[src/rtl/bmmp_pkg.sv]
// Shared types, constants and state encodings for the Berlekamp-Massey block.
package bmmp_pkg;

    localparam int MAX_TERMS  = 32;
    localparam int VALUE_BITS = 31;
    localparam int PLEN       = MAX_TERMS + 1;
    localparam int TIDX_W     = $clog2(MAX_TERMS);
    localparam int PIDX_W     = $clog2(PLEN);
    localparam int LEN_W      = $clog2(PLEN + 1);
    localparam int CNT_W      = $clog2(VALUE_BITS);
    localparam int DEG_W      = 6;

    localparam logic [VALUE_BITS-1:0] PRIME_RESET = VALUE_BITS'(998244353);

    typedef struct packed {
        logic [VALUE_BITS-1:0] term_value;
        logic                  last_term;
    } in_word_t;

    typedef struct packed {
        logic [VALUE_BITS-1:0] coeff_value;
        logic [DEG_W-1:0]      coeff_degree;
        logic                  last_coeff;
        logic                  overflow;
    } out_word_t;

    typedef enum logic [1:0] {
        M_IDLE,
        M_RED,
        M_MUL
    } mul_state_t;

    typedef enum logic [4:0] {
        S_IDLE,
        S_TRED,
        S_TSTORE,
        S_DRD,
        S_DMUL,
        S_DACC,
        S_SHIFT,
        S_XSQ,
        S_XSQD,
        S_XML,
        S_XMLD,
        S_FMUL,
        S_FSET,
        S_URD,
        S_URED,
        S_UCSET,
        S_UWR,
        S_UEND,
        S_FIN,
        S_ERD,
        S_ERED,
        S_EOUT,
        S_WAIT
    } seq_state_t;

endpackage

[src/rtl/bmmp_mulmod.sv]
// Bit-serial modular multiplier: reduces operand a, then forms a*b mod p.
module bmmp_mulmod (
    input  logic                              clk,
    input  logic                              rst_n,
    input  logic                              start,
    input  logic [bmmp_pkg::VALUE_BITS-1:0]   a,
    input  logic [bmmp_pkg::VALUE_BITS-1:0]   b,
    input  logic [bmmp_pkg::VALUE_BITS-1:0]   p,
    output logic                              done,
    output logic [bmmp_pkg::VALUE_BITS-1:0]   res
);

    localparam int VW = bmmp_pkg::VALUE_BITS;

    bmmp_pkg::mul_state_t state_reg, state_next;
    logic [bmmp_pkg::CNT_W-1:0] cnt_reg, cnt_next;
    logic                       done_reg, done_next;
    logic [VW-1:0] a_reg, a_next;
    logic [VW-1:0] b_reg, b_next;
    logic [VW-1:0] ar_reg, ar_next;
    logic [VW-1:0] r_reg, r_next;
    logic [VW-1:0] p_reg, p_next;
    logic [VW:0]   red_t;
    logic [VW:0]   dbl_t;
    logic [VW:0]   dbl_m;
    logic [VW:0]   acc_t;

    always_ff @(posedge clk or negedge rst_n) begin
        if (!rst_n) begin
            state_reg <= bmmp_pkg::M_IDLE;
            cnt_reg   <= '0;
            done_reg  <= 1'b0;
        end else begin
            state_reg <= state_next;
            cnt_reg   <= cnt_next;
            done_reg  <= done_next;
        end
    end

    always_ff @(posedge clk) begin
        a_reg  <= a_next;
        b_reg  <= b_next;
        ar_reg <= ar_next;
        r_reg  <= r_next;
        p_reg  <= p_next;
    end

    always_comb begin
        state_next = state_reg;
        cnt_next   = cnt_reg;
        done_next  = 1'b0;
        a_next     = a_reg;
        b_next     = b_reg;
        ar_next    = ar_reg;
        r_next     = r_reg;
        p_next     = p_reg;
        red_t      = {r_reg, a_reg[VW-1]};
        if (red_t >= {1'b0, p_reg}) begin
            red_t = red_t - {1'b0, p_reg};
        end
        dbl_t = {r_reg, 1'b0};
        if (dbl_t >= {1'b0, p_reg}) begin
            dbl_m = dbl_t - {1'b0, p_reg};
        end else begin
            dbl_m = dbl_t;
        end
        acc_t = dbl_m + (b_reg[VW-1] ? {1'b0, ar_reg} : '0);
        if (acc_t >= {1'b0, p_reg}) begin
            acc_t = acc_t - {1'b0, p_reg};
        end
        unique case (state_reg)
            bmmp_pkg::M_IDLE: begin
                if (start) begin
                    a_next     = a;
                    b_next     = b;
                    p_next     = p;
                    r_next     = '0;
                    cnt_next   = bmmp_pkg::CNT_W'(VW - 1);
                    state_next = bmmp_pkg::M_RED;
                end
            end
            bmmp_pkg::M_RED: begin
                r_next = red_t[VW-1:0];
                a_next = {a_reg[VW-2:0], 1'b0};
                if (cnt_reg == '0) begin
                    ar_next    = red_t[VW-1:0];
                    r_next     = '0;
                    cnt_next   = bmmp_pkg::CNT_W'(VW - 1);
                    state_next = bmmp_pkg::M_MUL;
                end else begin
                    cnt_next = cnt_reg - 1'b1;
                end
            end
            bmmp_pkg::M_MUL: begin
                r_next = acc_t[VW-1:0];
                b_next = {b_reg[VW-2:0], 1'b0};
                if (cnt_reg == '0) begin
                    done_next  = 1'b1;
                    state_next = bmmp_pkg::M_IDLE;
                end else begin
                    cnt_next = cnt_reg - 1'b1;
                end
            end
            default: begin
                state_next = bmmp_pkg::M_IDLE;
            end
        endcase
    end

    assign done = done_reg;
    assign res  = r_reg;

endmodule

[src/rtl/bmmp_polyram.sv]
// Polynomial coefficient memory with per-entry valid bits; unwritten entries read 1, 0, 0, ...
module bmmp_polyram (
    input  logic                              clk,
    input  logic                              rst_n,
    input  logic                              clr,
    input  logic                              we,
    input  logic [bmmp_pkg::PIDX_W-1:0]       waddr,
    input  logic [bmmp_pkg::VALUE_BITS-1:0]   wdata,
    input  logic                              re,
    input  logic [bmmp_pkg::PIDX_W-1:0]       raddr,
    output logic [bmmp_pkg::VALUE_BITS-1:0]   rdata
);

    logic [bmmp_pkg::VALUE_BITS-1:0] mem [bmmp_pkg::PLEN];
    logic [bmmp_pkg::PLEN-1:0]       valid_reg;
    logic [bmmp_pkg::VALUE_BITS-1:0] rdata_reg;
    logic                            rvalid_reg;
    logic                            rzero_reg;

    always_ff @(posedge clk or negedge rst_n) begin
        if (!rst_n) begin
            valid_reg  <= '0;
            rvalid_reg <= 1'b0;
            rzero_reg  <= 1'b0;
        end else begin
            if (clr) begin
                valid_reg <= '0;
            end else if (we) begin
                valid_reg[waddr] <= 1'b1;
            end
            if (re) begin
                rvalid_reg <= valid_reg[raddr];
                rzero_reg  <= (raddr == '0);
            end
        end
    end

    always_ff @(posedge clk) begin
        if (we) begin
            mem[waddr] <= wdata;
        end
        if (re) begin
            rdata_reg <= mem[raddr];
        end
    end

    assign rdata = rvalid_reg ? rdata_reg
                 : (rzero_reg ? bmmp_pkg::VALUE_BITS'(1) : '0);

endmodule

[src/rtl/berlekamp_massey_mod_prime.sv]
// Top level: Berlekamp-Massey over a prime field with serial modular arithmetic.
//
// Input channel (in_valid/in_ready/in_data) takes one sequence term per word.
// in_ready is high only while the sequencer is idle; each term is reduced mod p,
// stored, and runs one iteration before the next word is taken.
// Every modular product goes through one shared bit-serial multiplier, which is
// issued, reduces the first operand, multiplies and then hands over the result.
// A term computes its discrepancy over the taps of the connection polynomial; a
// nonzero discrepancy adds an inverse of the previous discrepancy (raised to p-2),
// a scale factor and an update of the polynomial up to its new length.
// On a term marked last the coefficients of Q(x) leave on out_valid/out_ready/
// out_data in ascending degree; a stalled word holds in the output register
// and the sequencer waits. After the last coefficient the sequence state clears.
// Terms beyond capacity are dropped and flag overflow on every output word.
// cfg_valid/cfg_data write the prime modulus; cfg_ready is always high.
// Reset clears the sequence state at once and loads p = 998244353.
module berlekamp_massey_mod_prime (
    input  logic                              clk,
    input  logic                              rst_n,
    input  logic                              in_valid,
    output logic                              in_ready,
    input  bmmp_pkg::in_word_t                in_data,
    output logic                              out_valid,
    input  logic                              out_ready,
    output bmmp_pkg::out_word_t               out_data,
    input  logic                              cfg_valid,
    output logic                              cfg_ready,
    input  logic [bmmp_pkg::VALUE_BITS-1:0]   cfg_data
);

    localparam int VW = bmmp_pkg::VALUE_BITS;
    localparam int LW = bmmp_pkg::LEN_W;
    localparam int PW = bmmp_pkg::PIDX_W;
    localparam int TW = bmmp_pkg::TIDX_W;

    bmmp_pkg::seq_state_t state_reg, state_next;
    bmmp_pkg::seq_state_t ret_reg, ret_next;

    logic [VW-1:0] pmod_reg;
    logic [VW-1:0] term_reg, term_next;
    logic          last_reg, last_next;
    logic [LW-1:0] tc_reg, tc_next;
    logic          ovf_reg, ovf_next;
    logic [LW-1:0] clen_reg, clen_next;
    logic [LW-1:0] plen_reg, plen_next;
    logic [LW-1:0] m_reg, m_next;
    logic [LW-1:0] shift_reg, shift_next;
    logic [LW-1:0] idx_reg, idx_next;
    logic [VW-1:0] pd_reg, pd_next;
    logic [VW-1:0] x_reg, x_next;
    logic [VW-1:0] r_reg, r_next;
    logic [VW-1:0] f_reg, f_next;
    logic [VW-1:0] c_reg, c_next;
    logic [bmmp_pkg::CNT_W-1:0] bit_reg, bit_next;
    logic          role_reg, role_next;
    logic          swap_reg, swap_next;

    logic                 out_valid_reg, out_valid_next;
    bmmp_pkg::out_word_t  out_reg, out_next;

    logic [VW-1:0] pm;
    logic [VW-1:0] pexp;
    logic [VW:0]   sum_t;
    logic [VW:0]   dif_t;
    logic [LW-1:0] m_calc;
    logic [LW-1:0] tsub;
    logic [LW-1:0] psub;

    logic          mul_start;
    logic [VW-1:0] mul_a;
    logic [VW-1:0] mul_b;
    logic          mul_done;
    logic [VW-1:0] mul_res;

    logic [VW-1:0] term_mem [bmmp_pkg::MAX_TERMS];
    logic [VW-1:0] term_rd_reg;
    logic          tm_we;
    logic          tm_re;
    logic [TW-1:0] tm_raddr;

    logic          conn_re;
    logic          prev_re;
    logic [PW-1:0] conn_raddr;
    logic [PW-1:0] prev_raddr;
    logic [VW-1:0] conn_rd;
    logic [VW-1:0] prev_rd;
    logic [VW-1:0] prev_val;
    logic          poly_we;
    logic [VW-1:0] poly_wdata;
    logic          poly_clr;
    logic          tgt;
    logic          b0_re;
    logic          b1_re;
    logic [PW-1:0] b0_raddr;
    logic [PW-1:0] b1_raddr;
    logic [VW-1:0] b0_rdata;
    logic [VW-1:0] b1_rdata;

    assign pm        = (pmod_reg[VW-1:1] == '0) ? VW'(2) : pmod_reg;
    assign pexp      = pm - VW'(2);
    assign cfg_ready = 1'b1;
    assign in_ready  = (state_reg == bmmp_pkg::S_IDLE);
    assign out_valid = out_valid_reg;
    assign out_data  = out_reg;

    bmmp_mulmod u_mul (
        .clk   (clk),
        .rst_n (rst_n),
        .start (mul_start),
        .a     (mul_a),
        .b     (mul_b),
        .p     (pm),
        .done  (mul_done),
        .res   (mul_res)
    );

    assign tgt      = role_reg ^ swap_reg;
    assign b0_re    = role_reg ? prev_re : conn_re;
    assign b1_re    = role_reg ? conn_re : prev_re;
    assign b0_raddr = role_reg ? prev_raddr : conn_raddr;
    assign b1_raddr = role_reg ? conn_raddr : prev_raddr;
    assign conn_rd  = role_reg ? b1_rdata : b0_rdata;
    assign prev_rd  = role_reg ? b0_rdata : b1_rdata;
    assign prev_val = (idx_reg >= shift_reg) ? prev_rd : '0;

    bmmp_polyram u_bank0 (
        .clk   (clk),
        .rst_n (rst_n),
        .clr   (poly_clr),
        .we    (poly_we & ~tgt),
        .waddr (idx_reg[PW-1:0]),
        .wdata (poly_wdata),
        .re    (b0_re),
        .raddr (b0_raddr),
        .rdata (b0_rdata)
    );

    bmmp_polyram u_bank1 (
        .clk   (clk),
        .rst_n (rst_n),
        .clr   (poly_clr),
        .we    (poly_we & tgt),
        .waddr (idx_reg[PW-1:0]),
        .wdata (poly_wdata),
        .re    (b1_re),
        .raddr (b1_raddr),
        .rdata (b1_rdata)
    );

    always_ff @(posedge clk) begin
        if (tm_we) begin
            term_mem[tc_reg[TW-1:0]] <= mul_res;
        end
        if (tm_re) begin
            term_rd_reg <= term_mem[tm_raddr];
        end
    end

    always_ff @(posedge clk or negedge rst_n) begin
        if (!rst_n) begin
            pmod_reg <= bmmp_pkg::PRIME_RESET;
        end else if (cfg_valid && cfg_ready) begin
            pmod_reg <= cfg_data;
        end
    end

    always_ff @(posedge clk or negedge rst_n) begin
        if (!rst_n) begin
            state_reg     <= bmmp_pkg::S_IDLE;
            ret_reg       <= bmmp_pkg::S_IDLE;
            tc_reg        <= '0;
            ovf_reg       <= 1'b0;
            clen_reg      <= LW'(1);
            plen_reg      <= LW'(1);
            shift_reg     <= '0;
            pd_reg        <= VW'(1);
            role_reg      <= 1'b0;
            swap_reg      <= 1'b0;
            idx_reg       <= '0;
            bit_reg       <= '0;
            last_reg      <= 1'b0;
            out_valid_reg <= 1'b0;
        end else begin
            state_reg     <= state_next;
            ret_reg       <= ret_next;
            tc_reg        <= tc_next;
            ovf_reg       <= ovf_next;
            clen_reg      <= clen_next;
            plen_reg      <= plen_next;
            shift_reg     <= shift_next;
            pd_reg        <= pd_next;
            role_reg      <= role_next;
            swap_reg      <= swap_next;
            idx_reg       <= idx_next;
            bit_reg       <= bit_next;
            last_reg      <= last_next;
            out_valid_reg <= out_valid_next;
        end
    end

    always_ff @(posedge clk) begin
        term_reg <= term_next;
        m_reg    <= m_next;
        x_reg    <= x_next;
        r_reg    <= r_next;
        f_reg    <= f_next;
        c_reg    <= c_next;
        out_reg  <= out_next;
    end

    always_comb begin
        state_next     = state_reg;
        ret_next       = ret_reg;
        term_next      = term_reg;
        last_next      = last_reg;
        tc_next        = tc_reg;
        ovf_next       = ovf_reg;
        clen_next      = clen_reg;
        plen_next      = plen_reg;
        m_next         = m_reg;
        shift_next     = shift_reg;
        idx_next       = idx_reg;
        pd_next        = pd_reg;
        x_next         = x_reg;
        r_next         = r_reg;
        f_next         = f_reg;
        c_next         = c_reg;
        bit_next       = bit_reg;
        role_next      = role_reg;
        swap_next      = swap_reg;
        out_valid_next = out_valid_reg;
        out_next       = out_reg;
        mul_start      = 1'b0;
        mul_a          = conn_rd;
        mul_b          = VW'(1);
        tm_we          = 1'b0;
        tm_re          = 1'b0;
        conn_re        = 1'b0;
        prev_re        = 1'b0;
        poly_we        = 1'b0;
        poly_clr       = 1'b0;
        tsub           = tc_reg - LW'(1) - idx_reg;
        psub           = idx_reg - shift_reg;
        tm_raddr       = tsub[TW-1:0];
        conn_raddr     = idx_reg[PW-1:0];
        prev_raddr     = psub[PW-1:0];
        m_calc         = plen_reg + LW'(1);
        sum_t          = {1'b0, x_reg} + {1'b0, mul_res};
        if (sum_t >= {1'b0, pm}) begin
            sum_t = sum_t - {1'b0, pm};
        end
        if (c_reg >= mul_res) begin
            dif_t = {1'b0, c_reg} - {1'b0, mul_res};
        end else begin
            dif_t = {1'b0, c_reg} + {1'b0, pm} - {1'b0, mul_res};
        end
        poly_wdata = dif_t[VW-1:0];

        if (out_valid_reg && out_ready) begin
            out_valid_next = 1'b0;
        end

        unique case (state_reg)
            bmmp_pkg::S_IDLE: begin
                if (in_valid) begin
                    term_next = in_data.term_value;
                    last_next = in_data.last_term;
                    if (tc_reg < LW'(bmmp_pkg::MAX_TERMS)) begin
                        state_next = bmmp_pkg::S_TRED;
                    end else begin
                        ovf_next = 1'b1;
                        idx_next = '0;
                        state_next = in_data.last_term ? bmmp_pkg::S_ERD
                                                       : bmmp_pkg::S_IDLE;
                    end
                end
            end
            bmmp_pkg::S_TRED: begin
                mul_start  = 1'b1;
                mul_a      = term_reg;
                ret_next   = bmmp_pkg::S_TSTORE;
                state_next = bmmp_pkg::S_WAIT;
            end
            bmmp_pkg::S_TSTORE: begin
                tm_we      = 1'b1;
                tc_next    = tc_reg + LW'(1);
                idx_next   = '0;
                x_next     = '0;
                state_next = bmmp_pkg::S_DRD;
            end
            bmmp_pkg::S_DRD: begin
                if (idx_reg < clen_reg && idx_reg < tc_reg) begin
                    conn_re    = 1'b1;
                    tm_re      = 1'b1;
                    state_next = bmmp_pkg::S_DMUL;
                end else begin
                    state_next = bmmp_pkg::S_SHIFT;
                end
            end
            bmmp_pkg::S_DMUL: begin
                mul_start  = 1'b1;
                mul_b      = term_rd_reg;
                ret_next   = bmmp_pkg::S_DACC;
                state_next = bmmp_pkg::S_WAIT;
            end
            bmmp_pkg::S_DACC: begin
                x_next     = sum_t[VW-1:0];
                idx_next   = idx_reg + LW'(1);
                state_next = bmmp_pkg::S_DRD;
            end
            bmmp_pkg::S_SHIFT: begin
                m_next     = m_calc;
                shift_next = shift_reg + LW'(1);
                swap_next  = (clen_reg < m_calc);
                if (x_reg == '0) begin
                    plen_next  = m_calc;
                    state_next = bmmp_pkg::S_FIN;
                end else begin
                    r_next     = VW'(1);
                    bit_next   = bmmp_pkg::CNT_W'(VW - 1);
                    state_next = bmmp_pkg::S_XSQ;
                end
            end
            bmmp_pkg::S_XSQ: begin
                mul_start  = 1'b1;
                mul_a      = r_reg;
                mul_b      = r_reg;
                ret_next   = bmmp_pkg::S_XSQD;
                state_next = bmmp_pkg::S_WAIT;
            end
            bmmp_pkg::S_XSQD: begin
                r_next = mul_res;
                if (pexp[bit_reg]) begin
                    state_next = bmmp_pkg::S_XML;
                end else if (bit_reg == '0) begin
                    state_next = bmmp_pkg::S_FMUL;
                end else begin
                    bit_next   = bit_reg - 1'b1;
                    state_next = bmmp_pkg::S_XSQ;
                end
            end
            bmmp_pkg::S_XML: begin
                mul_start  = 1'b1;
                mul_a      = r_reg;
                mul_b      = pd_reg;
                ret_next   = bmmp_pkg::S_XMLD;
                state_next = bmmp_pkg::S_WAIT;
            end
            bmmp_pkg::S_XMLD: begin
                r_next = mul_res;
                if (bit_reg == '0) begin
                    state_next = bmmp_pkg::S_FMUL;
                end else begin
                    bit_next   = bit_reg - 1'b1;
                    state_next = bmmp_pkg::S_XSQ;
                end
            end
            bmmp_pkg::S_FMUL: begin
                mul_start  = 1'b1;
                mul_a      = x_reg;
                mul_b      = r_reg;
                ret_next   = bmmp_pkg::S_FSET;
                state_next = bmmp_pkg::S_WAIT;
            end
            bmmp_pkg::S_FSET: begin
                f_next     = mul_res;
                idx_next   = m_reg - LW'(1);
                state_next = bmmp_pkg::S_URD;
            end
            bmmp_pkg::S_URD: begin
                conn_re    = 1'b1;
                prev_re    = 1'b1;
                state_next = bmmp_pkg::S_URED;
            end
            bmmp_pkg::S_URED: begin
                mul_start  = 1'b1;
                ret_next   = bmmp_pkg::S_UCSET;
                state_next = bmmp_pkg::S_WAIT;
            end
            bmmp_pkg::S_UCSET: begin
                c_next     = mul_res;
                mul_start  = 1'b1;
                mul_a      = f_reg;
                mul_b      = prev_val;
                ret_next   = bmmp_pkg::S_UWR;
                state_next = bmmp_pkg::S_WAIT;
            end
            bmmp_pkg::S_UWR: begin
                poly_we = 1'b1;
                if (idx_reg == '0) begin
                    state_next = bmmp_pkg::S_UEND;
                end else begin
                    idx_next   = idx_reg - LW'(1);
                    state_next = bmmp_pkg::S_URD;
                end
            end
            bmmp_pkg::S_UEND: begin
                if (swap_reg) begin
                    plen_next  = clen_reg;
                    clen_next  = m_reg;
                    pd_next    = x_reg;
                    role_next  = ~role_reg;
                    shift_next = '0;
                end else begin
                    plen_next = m_reg;
                end
                swap_next  = 1'b0;
                state_next = bmmp_pkg::S_FIN;
            end
            bmmp_pkg::S_FIN: begin
                idx_next   = '0;
                state_next = last_reg ? bmmp_pkg::S_ERD : bmmp_pkg::S_IDLE;
            end
            bmmp_pkg::S_ERD: begin
                conn_re    = 1'b1;
                state_next = bmmp_pkg::S_ERED;
            end
            bmmp_pkg::S_ERED: begin
                mul_start  = 1'b1;
                ret_next   = bmmp_pkg::S_EOUT;
                state_next = bmmp_pkg::S_WAIT;
            end
            bmmp_pkg::S_EOUT: begin
                if (!out_valid_reg || out_ready) begin
                    out_valid_next          = 1'b1;
                    out_next.coeff_value    = mul_res;
                    out_next.coeff_degree   = bmmp_pkg::DEG_W'(idx_reg);
                    out_next.last_coeff     = (idx_reg + LW'(1) == clen_reg);
                    out_next.overflow       = ovf_reg;
                    if (idx_reg + LW'(1) == clen_reg) begin
                        poly_clr   = 1'b1;
                        role_next  = 1'b0;
                        clen_next  = LW'(1);
                        plen_next  = LW'(1);
                        pd_next    = VW'(1);
                        tc_next    = '0;
                        ovf_next   = 1'b0;
                        shift_next = '0;
                        state_next = bmmp_pkg::S_IDLE;
                    end else begin
                        idx_next   = idx_reg + LW'(1);
                        state_next = bmmp_pkg::S_ERD;
                    end
                end
            end
            bmmp_pkg::S_WAIT: begin
                if (mul_done) begin
                    state_next = ret_reg;
                end
            end
            default: begin
                state_next = bmmp_pkg::S_IDLE;
            end
        endcase
    end

`ifndef SYNTHESIS
    a_tc_cap: assert property (@(posedge clk) disable iff (!rst_n)
        tc_reg <= LW'(bmmp_pkg::MAX_TERMS))
        else $error("term count beyond capacity");

    a_clen_range: assert property (@(posedge clk) disable iff (!rst_n)
        clen_reg != '0 && clen_reg <= LW'(bmmp_pkg::PLEN))
        else $error("connection length out of range");

    a_shift_len: assert property (@(posedge clk) disable iff (!rst_n)
        shift_reg <= plen_reg)
        else $error("previous polynomial shift beyond its length");

    a_done_wait: assert property (@(posedge clk) disable iff (!rst_n)
        mul_done |-> state_reg == bmmp_pkg::S_WAIT)
        else $error("multiplier finished outside wait state");

    a_out_src: assert property (@(posedge clk) disable iff (!rst_n)
        $rose(out_valid_reg) |-> $past(state_reg == bmmp_pkg::S_EOUT))
        else $error("output word loaded outside emit state");
`endif

endmodule
[config.mk]
export PLATFORM = sky130hd
export DESIGN_NAME = berlekamp_massey_mod_prime
export DESIGN_NICKNAME = d
export VERILOG_FILES = /design/src/rtl/bmmp_pkg.sv /design/src/rtl/bmmp_mulmod.sv /design/src/rtl/bmmp_polyram.sv /design/src/rtl/berlekamp_massey_mod_prime.sv
export SDC_FILE = /design/constraint.sdc
export NUM_CORES = 2
export LEC_CHECK = 0
export BUFFER_PORTS_ARGS = -buffer_cell sky130_fd_sc_hd__buf_4
export CAP_MARGIN = 0
export CORE_UTILIZATION = 30
export DETAILED_ROUTE_END_ITERATION = 10
export GPL_TIMING_DRIVEN = 0
export HOLD_SLACK_MARGIN = 0.12
export RECOVER_POWER = 50
export SETUP_SLACK_MARGIN = 0.4
export SKIP_CTS_REPAIR_TIMING = 1
export SLEW_MARGIN = 40
export SYNTH_ARGS = -nofsm -noshare
export SYNTH_HDL_FRONTEND = slang
export SYNTH_SLANG_ARGS = --single-unit
[constraint.sdc]
create_clock -name clk -period 13.46 [get_ports clk]
set_clock_uncertainty 0.15 [all_clocks]
set_input_delay 0.673 -clock clk [delete_from_list [all_inputs] [get_ports clk]]
set_output_delay 0.673 -clock clk [all_outputs]
set_load 0.05 [all_outputs]
# [Word-level counts from Yosys, hierarchy flattened]
# Memory sizes are Yosys's and may differ from the RTL's. A register that Yosys moved wholly into a read port is not among the register bits.
# Index checks and enable logic that the tools add are counted.
[word_totals] regBits=545 ramBits=3038 input_bits=68 out_inout_bits=42 wordCells=298 mem_count=3
[op_classes] n_addsub=21 magnitude_cmp=15 eq_ne=40 n_mux=119 bitwise=7 reduce_logical=54
[mem_list] name="u_bank0.mem" depth=33 width=31 read_ports=1 rd_clocked_by_memory_dff=1 wr=1 line_no="bmmp_polyram.sv:14" rtl="logic [bmmp_pkg::VALUE_BITS-1:0] mem [bmmp_pkg::PLEN];"
[mem_list] name="u_bank1.mem" depth=33 width=31 read_ports=1 rd_clocked_by_memory_dff=1 wr=1 line_no="bmmp_polyram.sv:14"
[mem_list] name="term_mem" depth=32 width=31 read_ports=1 rd_clocked_by_memory_dff=1 wr=1 line_no="berlekamp_massey_mod_prime.sv:75" rtl="logic [VW-1:0] term_mem [bmmp_pkg::MAX_TERMS];"
[ops] op="2-to-1 mux 31 bit" n=19
[ops] op="one-hot mux 31 bit (2 select lines)" n=5
[ops] op="one-hot mux 31 bit (4 select lines)" n=2
[ops] op="subtractor 31 bit" n=5
[ops] op="2-to-1 mux 33 bit" n=4
[ops] op="greater-or-equal comparator 32 x 31 -> 1 bit" n=4
[ops] op="one-hot mux 31 bit (3 select lines)" n=1
[ops] op="2-to-1 mux 6 bit" n=15
[ops] op="2-to-1 mux 5 bit" n=15
[ops] op="one-hot mux 5 bit (15 select lines)" n=1
[ops] op="OR 33 bit" n=2
[ops] op="equality test 5 x 4 -> 1 bit, second input constant" n=8
[ops] op="one-hot mux 5 bit (8 select lines)" n=1
[ops] op="one-hot mux 6 bit (3 select lines)" n=2
[ops] op="one-hot mux 6 bit (6 select lines)" n=1
[ops] op="equality test 5 bit, second input constant" n=7
[ops] op="2-to-1 mux 1 bit" n=33
[ops] op="adder 31 x 31 -> 32 bit" n=1
[ops] op="adder 32 x 31 -> 32 bit" n=1
[ops] op="2-to-1 mux 32 bit" n=1
[ops] op="subtractor 32 x 31 -> 32 bit" n=1
[ops] op="adder 31 bit" n=1
[ops] op="greater-or-equal comparator 31 bit" n=1
[ops] op="zero test 31 bit" n=1
[ops] op="other kinds (50)" n=124

# [Logic depth before layout (Yosys ltp)]
[depth] ltp_word=7 ltp_mapped=34 depth_no_buf=30

# [Cells and area by module]
# Synthesis repeated with hierarchy kept, for this count alone.
[hier_totals] hier_cells=9412 area_unflattened_um2=159464.2
[modules_own_cells] mod="berlekamp_massey_mod_prime" n_inst=1 cells_per_inst=4115 area_each_um2=62224.7 seq_area_each_um2=39540.4
[modules_own_cells] mod="bmmp_polyram (u_bank1)" n_inst=1 cells_per_inst=1929 area_each_um2=41780.1 seq_area_each_um2=32526.2
[modules_own_cells] mod="bmmp_polyram (u_bank0)" n_inst=1 cells_per_inst=1859 area_each_um2=41730.0 seq_area_each_um2=32526.2
[modules_own_cells] mod="bmmp_mulmod" n_inst=1 cells_per_inst=1509 area_each_um2=13729.4 seq_area_each_um2=4854.7

# [Worst setup path after synthesis]
# OpenSTA, ideal clock, no wires.
[synth_path] path_kind="register to register" startpoint="register u_mul.r_reg[18], in the netlist u_mul.res[18]" endpoint="register u_mul.r_reg[1], in the netlist u_mul.res[1] (data pin)" setup_ps=268 arrival_time_ps=7254 required_time_ps=13042 path_slack_ps=5788 stages_incl_launch_ff=33 synth_period_minus_slack_ps=7672 cell_sequence="edfxtp_1 ha_1 clkbuf_1 nand2_1 nor3_1 nand2_1 nor4_1 a21bo_2 clkbuf_1 buf_1 o21ai_0 ha_1 nor2b_1 o31a_1 o31ai_1 a31oi_1 or4_1 a31o_2 a21oi_1 xnor2_1 ha_1 nand2_1 nor2_1 and3_1 a21boi_0 o21ai_0 a21oi_1 o221ai_1 and3b_1 clkbuf_1 buf_2 mux2i_1 o21ai_0"
[synth_via] elab_chain_cells=6
[synth_lines] element="start: declaration" line_no="bmmp_mulmod.sv:21" rtl="logic [VW-1:0] r_reg, r_next;"
[synth_lines] element="start signal: assignment" line_no="bmmp_mulmod.sv:44" rtl="r_reg <= r_next;"
[synth_lines] element="subtractor 32 x 31 -> 32 bit or greater-or-equal comparator 32 x 31 -> 1 bit (tied branches)" line_no="bmmp_mulmod.sv:63, bmmp_mulmod.sv:62"
[synth_lines] element="2-to-1 mux 32 bit" line_no="bmmp_mulmod.sv:62" rtl="if (dbl_t >= {1'b0, p_reg}) begin"
[synth_lines] element="adder 32 x 31 -> 32 bit" line_no="bmmp_mulmod.sv:67" rtl="acc_t = dbl_m + (b_reg[VW-1] ? {1'b0, ar_reg} : '0);"
[synth_lines] element="greater-or-equal comparator 32 x 31 -> 1 bit or subtractor 31 bit (tied branches)" line_no="bmmp_mulmod.sv:68, bmmp_mulmod.sv:69"
[synth_lines] element="2-to-1 mux 31 bit" line_no="bmmp_mulmod.sv:68" rtl="if (acc_t >= {1'b0, p_reg}) begin"
[synth_lines] element="one-hot mux 31 bit (3 select lines) *" line_no="bmmp_mulmod.sv:71" rtl="unique case (state_reg)"
[synth_lines] element="named net u_mul.r_next[1]" line_no="bmmp_mulmod.sv:21"
# Mark *: on every way through the listed nets, which the timed path passes. The rest lies on a longest branch.
# A chain may end at the register's enable or synchronous reset.

# [Worst setup path after layout]
[layout_path] startpoint="register u_mul.r_reg[12], in the netlist u_mul.res[12]" endpoint="register u_mul.r_reg[3], in the netlist u_mul.res[3] (data pin)"
# Same word-level chain as after synthesis.

==> flow_summary.yaml <==
worst_setup_path:
  worst_r2r_endpoint: "u_mul.res[3]$_DFFE_PP_"
  cp_common_cell: "clkbuf_1"
  worst-setup-path-type: "reg -> reg"
  reg2regPathDepth: 30
  cp-start-kind: "register"
  r2r_setup_slack_ns: 1.95
  crit_slowest_cell: "o211ai_1"
  arrival_ns: 12.06
  critPathCaptureType: "register"
  max_stage_delay_ns: 0.68
  crit_required_ns: 14.01
  worstReg2RegStart: "u_mul.res[12]$_DFFE_PP_"
  cp_max_fo: 10
cts:
  numCtsBuffers: 385
  cts_buffer_depth: 4
  htreeDepth: 5
  root_buffer: "clkbuf_16"
  cts_tree: "done"
  clk_pin_slew_ns: 0.08
  insertion_delay_ns: 1.00
  numClockSinks: 3676
grt:
  grt_max_degree: 59
  grt_pass1_wl_um: 725000
  grt-ovfl-total: 0
  grt_pass1_vias: 97100
  globalRouteTotalUtil: 0.187
  antenna_found_initial: 23
die:
  io_pins: 110
  die_x_um: 731
  fp.dieH_um: 731
  coreArea_mm2: 0.529
  dieArea_mm2: 0.535
  num_rows: 267
  initial_utilization: 0.302
worst_hold_path:
  worstHoldEndpoint: "out_valid$_DFF_PN0_"
  hold_class: "in -> reg"
  min_from: "out_ready"
  hold_depth: 4
cells_and_area:
  layout_common_cells: "edfxtp_1 (3486), nand2_1 (1466), clkbuf_1 (817)"
  drive_above_1_share: 0.146
  final_cells: 19200
  utilization: 0.355
  area_growth_pct: 17.8
  layout.nets: 12200
  final_common_cell: "edfxtp_1"
placement:
  port_buffers: 107
  gp_congestion: 1.03
  dp.cells: 18400
  place_hpwl_um: 388000
yosys:
  synth_cell_types: 93
  avgSynthCellArea_um2: 14.8
  synth_cells: 10800
  ys_seq_area_frac: 0.686
  synthArstFlopShare: 0.0517
  ys_warn_count: 0
  synthesis.area_mm2: 0.160
  synth_edf_count: 3486
  syn-num-nets: 11200
  synthFlopType: "edfxtp_1"
  synth.ff_latch_count: 3676
pwr:
  max-vdd-ir-drop_mv: 0.107
  power.leakage_nw: 55.1
  power_density_mw_per_mm2: 124
  power.total_mw: 23.4
flow_run:
  drv_cap: 12
detailed_routing:
  drtAntennaViolNets: 0
  post_drt_via_cell_ratio: 5.24
  wl_um: 516000
  remaining_drc_errors: 5
  dr.pass1.iters: 11
  drt_iter0_markers: 12200
  via_count: 100000
  drt-wirelength-per-cell_um: 26.9
sta:
  rsz0062_at_grt: "false"
  finalHoldViolCount: 0
  finalSetupViolCount: 0
  fin_crit_ns: 11.51
  max_slew_margin: -1.51
  tightest_slew_ns: 3.76
  fin_crit_sh: 0.855
  max_freq_mhz: 86.9
  drv_slew: 390
status:
  status: "finished with violations"
  violations: "design-rule violations, max-capacitance violations, max-slew violations"
## how the worst max path moves through the flow
stage                                        from                       endpoint  slack [ns]  cells after the start
after floorplan           u_mul.res[18]$_DFFE_PP_         u_mul.res[1]$_DFFE_PP_        5.79                     32
final                     u_mul.res[12]$_DFFE_PP_         u_mul.res[3]$_DFFE_PP_        1.95                     30
after CTS                 u_mul.res[16]$_DFFE_PP_         u_mul.res[3]$_DFFE_PP_        2.31                     29
after detailed placement  u_mul.res[16]$_DFFE_PP_         u_mul.res[3]$_DFFE_PP_        2.37                     29
after global placement    u_mul.res[12]$_DFFE_PP_  u_bank0.mem[25][14]$_DFFE_PP_       -4.55                     12
after global routing      u_mul.res[12]$_DFFE_PP_         u_mul.res[4]$_DFFE_PP_        1.86                     30
## metal layers
metal	wire, um	GRT usage
met1	208000	0.247
met2	240000	0.302
met3	41400	0.0364
met4	25800	0.0776
met5	273	0
## per-stage QoR
stage               setup TNS, ns  hold WS [ns]  cell area, um2  setup WS [ns]
floorplan                       0         0.227          160000           5.79
CTS                             0        -0.672          191000           2.31
global placement         -3284.19         0.281          169000          -4.55
detailed placement              0         0.292          179000           2.37
global route                    0         0.123          188000           1.86
finish                          0         0.126          188000           1.95
## worst max-delay path: cells and delay by family (launching register included)
family,cells,cell delay (ns)
mux,1,0.29
fa+ha+maj,3,1.21
xor+xnor,1,0.20
compound gates,11,4.29
flops,1,0.51
simple gates,8,1.94
buf+inv,6,2.55
## cell type report
class,instances,area (um2)
clock buffer,470,10100
multi-input combinational,6183,47500
clock inverter,235,2350
buffer,633,2520
fill,50300,341000
antenna,29,72.6
inverter,300,1130
sequential,3676,109000
tap,6994,8750
timing repair buffer,636,6050
## cell usage after synthesis, drive strengths merged (20+ instances only)
cell / instances / area (um2)
and3: 161 / 1010
a21o: 84 / 631
ha: 262 / 3280
mux2i: 148 / 1480
mux4: 567 / 12800
a21oi: 473 / 2370
edfxtp: 3486 / 105000
a22o: 39 / 342
o21ai: 353 / 1770
clkbuf: 527 / 1980
nand4: 50 / 313
xnor2: 186 / 1630
dfrtp: 180 / 4500
o21bai: 35 / 263
fa: 39 / 781
nand2: 1467 / 5510
inv: 295 / 1110
buf: 106 / 423
xor2: 79 / 692
a222oi: 32 / 320
nor3: 74 / 370
a31oi: 126 / 788
a22oi: 66 / 495
a211oi: 151 / 1140
nor4: 31 / 206
nand2b: 40 / 250
nand3: 420 / 2100
mux2: 74 / 833
nor2: 588 / 2210
nor2b: 32 / 200
and2: 105 / 657
a311oi: 195 / 1710
o21a: 42 / 315
or3: 21 / 131
o211ai: 20 / 155
## power by group
group	internal (mW)	total, mW	switching [mW]
Combinational	0.146	0.361	0.215
Sequential	12.3	12.4	0.0153
Clock	6.04	10.6	4.60
## logic make-up after synthesis
kind of cell / Yosys count / synth area share
DFF: 3676 / 0.686
and+or+nand+nor: 3039 / 0.0836
AOI/OAI and AO/OA: 1788 / 0.0739
buffers and inverters: 933 / 0.0221
muxes: 789 / 0.0945
adders and majority gates: 301 / 0.0254
xor gates and xnor gates: 265 / 0.0145
other: 1 / 0.0000235
No activity file was read; power rests on OpenSTA's default activity.
